`src/gds_pkg.sv`:
```
// Package for the Gregorian date step unit: codes, year limits and calendar tables.
// No dependencies.
package gds_pkg;

  localparam int YearBits = 16;
  localparam int YearW    = 16;
  localparam int DayW     = 5;
  localparam int MonthW   = 4;
  localparam int YdayW    = 9;
  localparam int CmpW     = 33;

  localparam logic [CmpW-1:0] YearMax = (CmpW'(1) << YearBits) - CmpW'(1);

  // y is a multiple of 25 iff y * inv(25) mod 2^16 <= (2^16 - 1) / 25
  localparam logic [YearW-1:0] InvTwentyFive = 16'h5C29;
  localparam logic [YearW-1:0] DivTwentyFiveMax = YearW'(65535 / 25);

  typedef enum logic [1:0] {
    FuncNext     = 2'd0,
    FuncPrev     = 2'd1,
    FuncYearDay  = 2'd2,
    FuncValidate = 2'd3
  } func_e;

  typedef enum logic [1:0] {
    StOk      = 2'd0,
    StBadDate = 2'd1,
    StRange   = 2'd2,
    StUnused  = 2'd3
  } status_e;

  function automatic logic [DayW-1:0] month_len(input logic [MonthW-1:0] m, input logic leap);
    logic [DayW-1:0] len;
    case (m) inside
      4'd1, 4'd3, 4'd5, 4'd7, 4'd8, 4'd10, 4'd12: len = 5'd31;
      4'd4, 4'd6, 4'd9, 4'd11:                    len = 5'd30;
      default:                                    len = leap ? 5'd29 : 5'd28;
    endcase
    return len;
  endfunction

  function automatic logic [YdayW-1:0] days_before(input logic [MonthW-1:0] m);
    logic [YdayW-1:0] db;
    case (m)
      4'd2:    db = 9'd31;
      4'd3:    db = 9'd59;
      4'd4:    db = 9'd90;
      4'd5:    db = 9'd120;
      4'd6:    db = 9'd151;
      4'd7:    db = 9'd181;
      4'd8:    db = 9'd212;
      4'd9:    db = 9'd243;
      4'd10:   db = 9'd273;
      4'd11:   db = 9'd304;
      4'd12:   db = 9'd334;
      default: db = 9'd0;
    endcase
    return db;
  endfunction

endpackage

```
`src/gregorian_date_step_unit.sv`:
```
// Gregorian date step unit: next day, previous day, day of year and date check.
// Depends on gds_pkg for codes, year limits and calendar tables.
//
// Usage: a request (func, day, month, year) enters on in_valid_i when in_stall_o
// is low. Each request gives one result (date, day of year, leap flag, status)
// on out_valid_o, taken when out_stall_i is low. Results keep request order.
// Each request passes in order through the three register stages (leap test
// product, month tables and checks, date update), and out_valid_o rises once
// the result is held in the third. Throughput, set by these stages, is one
// request per cycle while the receiver does not stall. Each stage holds its
// data while the stage after it is full and stalled, so a stalled receiver
// fills the pipe and then raises in_stall_o; bubbles are squeezed out
// meanwhile. A stalled result holds steady. Reset clears the stage valid bits
// only; no request is pending after reset and the unit keeps no state between requests.
//
module gregorian_date_step_unit
  import gds_pkg::*;
(
  input  logic              clk_i,
  input  logic              rst_ni,
  input  logic              in_valid_i,
  output logic              in_stall_o,
  input  logic [1:0]        func_i,
  input  logic [DayW-1:0]   day_in_i,
  input  logic [MonthW-1:0] month_in_i,
  input  logic [YearW-1:0]  year_in_i,
  output logic              out_valid_o,
  input  logic              out_stall_i,
  output logic [DayW-1:0]   day_out_o,
  output logic [MonthW-1:0] month_out_o,
  output logic [YearW-1:0]  year_out_o,
  output logic [YdayW-1:0]  year_day_o,
  output logic              is_leap_o,
  output logic [1:0]        status_o
);

  typedef struct packed {
    func_e             func;
    logic [DayW-1:0]   day;
    logic [MonthW-1:0] month;
    logic [YearW-1:0]  year;
  } req_t;

  typedef struct packed {
    req_t             req;
    logic [YearW-1:0] prod;
    logic             yr_hi;
    logic             yr_max;
  } s1_t;

  typedef struct packed {
    req_t             req;
    logic             leap;
    logic             date_ok;
    logic             yr_hi;
    logic             yr_max;
    logic [DayW-1:0]  mlen;
    logic [DayW-1:0]  prev_len;
    logic [YdayW-1:0] yday_base;
  } s2_t;

  typedef struct packed {
    logic [DayW-1:0]   day;
    logic [MonthW-1:0] month;
    logic [YearW-1:0]  year;
    logic [YdayW-1:0]  yday;
    logic              leap;
    status_e           status;
  } s3_t;

  logic v1_q, v2_q, v3_q;
  logic adv1, adv2, adv3;
  s1_t  s1_d, s1_q;
  s2_t  s2_d, s2_q;
  s3_t  s3_d, s3_q;

  assign adv3 = !v3_q || !out_stall_i;
  assign adv2 = !v2_q || adv3;
  assign adv1 = !v1_q || adv2;
  assign in_stall_o = !adv1;

  // stage 1: reciprocal product for the divide-by-25 test, year limit compares
  always_comb begin
    logic [CmpW-1:0] yw;
    yw = CmpW'(year_in_i);
    s1_d.req.func  = func_e'(func_i);
    s1_d.req.day   = day_in_i;
    s1_d.req.month = month_in_i;
    s1_d.req.year  = year_in_i;
    s1_d.prod      = YearW'(year_in_i * InvTwentyFive);
    s1_d.yr_hi     = yw > YearMax;
    s1_d.yr_max    = yw >= YearMax;
  end

  // stage 2: leap rule, month lengths, date check
  always_comb begin
    logic div25;
    logic leap;
    logic [DayW-1:0] mlen;
    div25 = s1_q.prod <= DivTwentyFiveMax;
    leap  = (s1_q.req.year[1:0] == 2'd0) && (!div25 || s1_q.req.year[3:0] == 4'd0);
    mlen  = month_len(s1_q.req.month, leap);
    s2_d.req       = s1_q.req;
    s2_d.leap      = leap;
    s2_d.yr_hi     = s1_q.yr_hi;
    s2_d.yr_max    = s1_q.yr_max;
    s2_d.mlen      = mlen;
    s2_d.prev_len  = month_len(s1_q.req.month - 4'd1, leap);
    s2_d.date_ok   = (s1_q.req.month >= 4'd1) && (s1_q.req.month <= 4'd12) &&
                     (s1_q.req.day != 5'd0) && (s1_q.req.day <= mlen);
    s2_d.yday_base = days_before(s1_q.req.month) +
                     YdayW'((s1_q.req.month > 4'd2) && leap);
  end

  // stage 3: date update and status
  always_comb begin
    s3_d.day    = s2_q.req.day;
    s3_d.month  = s2_q.req.month;
    s3_d.year   = s2_q.req.year;
    s3_d.yday   = '0;
    s3_d.leap   = s2_q.leap;
    s3_d.status = StOk;
    if (!s2_q.date_ok) begin
      s3_d.status = StBadDate;
    end else if (s2_q.yr_hi) begin
      s3_d.status = StRange;
    end else begin
      case (s2_q.req.func)
        FuncNext: begin
          if (s2_q.req.day < s2_q.mlen) begin
            s3_d.day = s2_q.req.day + 5'd1;
          end else if (s2_q.req.month < 4'd12) begin
            s3_d.day   = 5'd1;
            s3_d.month = s2_q.req.month + 4'd1;
          end else if (!s2_q.yr_max) begin
            s3_d.day   = 5'd1;
            s3_d.month = 4'd1;
            s3_d.year  = s2_q.req.year + YearW'(1);
          end else begin
            s3_d.status = StRange;
          end
        end
        FuncPrev: begin
          if (s2_q.req.day > 5'd1) begin
            s3_d.day = s2_q.req.day - 5'd1;
          end else if (s2_q.req.month > 4'd1) begin
            s3_d.month = s2_q.req.month - 4'd1;
            s3_d.day   = s2_q.prev_len;
          end else if (s2_q.req.year != '0) begin
            s3_d.day   = 5'd31;
            s3_d.month = 4'd12;
            s3_d.year  = s2_q.req.year - YearW'(1);
          end else begin
            s3_d.status = StRange;
          end
        end
        FuncYearDay: begin
          s3_d.yday = s2_q.yday_base + YdayW'(s2_q.req.day);
        end
        default: begin
        end
      endcase
    end
  end

  always_ff @(posedge clk_i or negedge rst_ni) begin
    if (!rst_ni) begin
      v1_q <= 1'b0;
      v2_q <= 1'b0;
      v3_q <= 1'b0;
    end else begin
      if (adv1) v1_q <= in_valid_i;
      if (adv2) v2_q <= v1_q;
      if (adv3) v3_q <= v2_q;
    end
  end

  always_ff @(posedge clk_i) begin
    if (adv1 && in_valid_i) s1_q <= s1_d;
    if (adv2 && v1_q) s2_q <= s2_d;
    if (adv3 && v2_q) s3_q <= s3_d;
  end

  assign out_valid_o = v3_q;
  assign day_out_o   = s3_q.day;
  assign month_out_o = s3_q.month;
  assign year_out_o  = s3_q.year;
  assign year_day_o  = s3_q.yday;
  assign is_leap_o   = s3_q.leap;
  assign status_o    = s3_q.status;

endmodule
```
`config.mk`:
```
export PLATFORM = sky130hd
export DESIGN_NAME = gregorian_date_step_unit
export DESIGN_NICKNAME = d
export VERILOG_FILES = /design/src/gds_pkg.sv /design/src/gregorian_date_step_unit.sv
export SDC_FILE = /design/constraint.sdc
export NUM_CORES = 1
export LEC_CHECK = 0
export ABC_AREA = 1
export BUFFER_PORTS_ARGS = -buffer_cell sky130_fd_sc_hd__buf_2
export CAP_MARGIN = 20
export CORE_MARGIN = 3
export CORE_UTILIZATION = 61
export DETAILED_ROUTE_END_ITERATION = 7
export PLACE_DENSITY = 0.9
export SLEW_MARGIN = 40
export SYNTH_ARGS = -nofsm -noshare
export SYNTH_HDL_FRONTEND = slang
export SYNTH_SLANG_ARGS = --single-unit
```
`constraint.sdc`:
```
create_clock -name clk_i -period 3.3 [get_ports clk_i]
set_clock_uncertainty 0.1 [all_clocks]
set_input_delay 0.33 -clock clk_i [delete_from_list [all_inputs] [get_ports clk_i]]
set_output_delay 0.33 -clock clk_i [all_outputs]
set_load 0.03 [all_outputs]
```
==> results.cfg <==
[placement]
dp_cells = 1150
io_buffers = 69
dp_hpwl_um = 13800
gp_congestion = 0.941

[worst_setup_path]
worst-path-stages = 17
path_buf_inv = 5
reg2reg_depth = 10
required_ns = 3.37
slowest_stage = fa_1
crit_start = year_in_i[8]
startpoint_type = input port
slowest_delay_ns = 0.53
r2r_start = s2_q[43]$_DFFE_PP_
crit_top_cell = inv_2
crit_arrival_ns = 3.81
critical_path.cell_chain = buf_8 -> ha_4 -> inv_2 -> fa_1 -> inv_2 -> ha_4 -> inv_2 -> fa_1 -> inv_2 -> fa_1 -> ha_4 -> xnor2_2 -> xor2_1 -> xnor2_1 -> or2_2 -> nand3_1 -> nand2_2
path_delay_family = adder cells
criticalPathCategory = input port to register
cp-end-kind = register
crit_fanout = 2
r2r-end = year_day_o[8]$_SDFFCE_PP0P_
reg2reg_slack_ns = 0.15

[synth]
synth-compound-area-share_pct = 8.53
yosys-top-cells-area = edfxtp_1 42%, ha_1 13%, nand2_1 7.8%
yosysWarningCount = 0
syn_area_per_cell_um2 = 9.58
synth_xor_area_share_pct = 3.43
synth-seq-cells = 130
synth_nets = 1015
ys_types = 51
synth_top_family_by_area = simple AND/OR/NAND/NOR gates
synth-simple-area-share_pct = 18.7
synthAdderAreaFrac_pct = 17.3
yosysSeqAreaShare_pct = 45.1
synth_top_area_cell = edfxtp_1
synth_cells = 879
netlist_area_um2 = 8420
synthMuxAreaShare_pct = 0
yosysTopAreaCellShare_pct = 42.1

[power_and_ir_drop]
share_clk_of_total_power_pct = 25.9
irDropWorstVdd_v = 0.000439
switchingPower_mw = 2.81
seqPwrFrac_pct = 32.8
p_leak_nw = 4.58
power_frac_comb_pct = 41.3
p_sw_share_pct = 36.8
p_int_mw = 4.82
power_density_nw_per_um2 = 734
power_mw = 7.63

[layout]
instances_no_fill = 1193
antenna_cells = 0
syn_to_final_growth_pct = 23.4
nNetsFinal = 1140
drive_gt1_share_pct = 23.2

[sta]
setup_viol = 5
slew_violations = 0
final_hold_viol_count = 0
timing.final.ws_setup_ns = -0.439
period_share_pct = 113
min_period_ns = 3.74
fmax_mhz = 267
worst_pin_slew_ns = 0.568
rsz0062_at_grt = yes
max_slew_margin_pct = 62.1

[min_path]
hold_end = s1_q[37]$_DFFE_PP_
min_path_type = input port to register
hold_start = month_in_i[3]
worstHoldPathCells = 1

[global_routing]
grt_pass1_vias = 6723
grt_start_max_net_pins = 44
antenna_found_initial = 0
grt_pass1_wl_um = 33800
track_usage_pct = 29.0
grt-ovfl-total = 0

[routing]
drt_pass1_iterations = 6
drc_errors = 0
final_antenna_net_count = 0
viasPerCell = 5.95
routed_wl_um = 22400
route.detailed.wl_per_inst_um = 18.8
drt_first_iter_violations = 1153
vias = 7099

[cts]
clock_sinks = 130
cts_tree = built
insertion_delay_ns = 0.43
h-tree-depth = 4
clk_pin_slew_ns = 0.07
clock-root-buffer = clkbuf_16
cts_buffers = 17
clockBufferDepth = 2

[die]
die_w_um = 124
coreArea_um2 = 13300
die-area_um2 = 15300
rows = 42
initial_core_util_pct = 63.1
die_h_um = 124
ios = 70

[status]
violations = negative setup slack
outcome = finished, violations left

[flow_run]
maxCapViolations = 0
[power by group through the flow]
stage                     Combinational, mW  Sequential, mW  Clock [mW]
after floorplan                        1.68            2.68           0
after global placement                 2.49            2.48           0
after detailed placement               2.66            2.51           0
after CTS                              2.85            2.48        1.97
after global routing                   3.37            2.53        2.07
final                                  3.15            2.50        1.98
[metrics by stage]
stage                     area (um2)  TNS, ns  utilization [%]  setup WS [ns]  hold WS [ns]
final                          10400    -1.52             77.9         -0.439       0.00595
after global routing           10400    -1.58             77.9         -0.512      -0.00308
after CTS                      10300   -0.634             77.2         -0.320       0.00390
after detailed placement        9500    -3.33             71.2         -0.711        0.0306
after global placement          9500    -2.61             71.2         -0.623        0.0284
after floorplan                 8710   -0.671                -         -0.400       -0.0656
[worst max-delay path by stage]
stage	slack, ns	end
final	-0.44	s1_q[17]$_DFFE_PP_
after global routing	-0.51	s1_q[17]$_DFFE_PP_
after CTS	-0.32	s1_q[17]$_DFFE_PP_
after detailed placement	-0.71	s1_q[17]$_DFFE_PP_
after global placement	-0.62	s1_q[17]$_DFFE_PP_
after floorplan	-0.40	s1_q[17]$_DFFE_PP_
[area by class of cell]
type	instances	area (um2)
inverters	128	485
repair buffers	122	788
well taps	176	220
multi-input cells	605	4490
fillers	775	2950
clock buffers	20	437
clock inverters	12	180
flip-flops and latches	130	3800
[cell usage after synthesis (all sizes together)]
| library cell | count |
|---|---|
| nand2 | 184 |
| inv | 126 |
| edfxtp | 118 |
| ha | 86 |
| nor2 | 66 |
| o21ai | 65 |
| nand3 | 57 |
| a21oi | 32 |
| xor2 | 20 |
| fa | 19 |
| nor3 | 15 |
| xnor2 | 13 |
| buf | 10 |
| dfxtp | 9 |
| nand4 | 9 |
| o211ai | 8 |
| clkbuf | 6 |
| o21a | 4 |
| o22ai | 4 |
| a22oi | 3 |
| a31oi | 3 |
| dfrtp | 3 |
| or2 | 3 |
| a211oi | 2 |
| clkinv | 2 |
| nand3b | 2 |
| nor4 | 2 |
| o221ai | 2 |
| a2111oi | 1 |
| a21boi | 1 |
| a32oi | 1 |
| nor3b | 1 |
| o21bai | 1 |
| o31ai | 1 |
[worst register-to-register path, stage by stage, from the launching register on]
cell      delay, ns
edfxtp_1       0.54
ha_1           0.27
inv_1          0.07
fa_1           0.39
nor2_1         0.17
o21ai_0        0.13
a21boi_1       0.27
nor2_1         0.13
nor3_1         0.36
o21ai_0        0.24
a21oi_1        0.28
[placed cells by master (no fill, tap or decap), types with 29 or more instances in the layout]
cell type,instances
o21ai_0,48
nand3_1,51
a21oi_1,29
nand2_1,169
buf_4,44
ha_1,57
edfxtp_1,118
buf_2,66
nor2_1,51
inv_1,111
[logic make-up (layout without fill, tap and decap cells)]
kind of cell             Yosys count  in the layout
XOR/XNOR                          33             33
AO/OA/AOI/OAI                    128            128
AND/OR/NAND/NOR                  339            339
flip-flops                       130            130
buffers and inverters            144            282
adder cells (fa/ha/maj)          105            105
[timing repair]
item	in CTS	in global routing
hold buffers	9	0
hold endpoints to repair	11	0
pin swaps	6	24
setup endpoints to repair	5	6
buffers inserted	1	3
gates resized for setup	13	24
[routing by layer]
metal / up-vias / GRT usage (%) / wire length, um
li1: 3224 / - / -
met1: 3284 / 34.4 / 8200
met2: 480 / 49.9 / 11200
met3: 111 / 6.18 / 1850
met4: 0 / 14.2 / 1200
met5: - / 0 / 0
[state kept, by name, indices dropped and copies added (netlist names), named ones only]
name and flops:
day_out_o 5, is_leap_o 1, month_out_o 4, out_valid_o 1, s1_q 38, s2_q 43, status_o 2, v1_q 1
v2_q 1, year_day_o 9, year_out_o 16
Power figures use the tool's default switching activity.
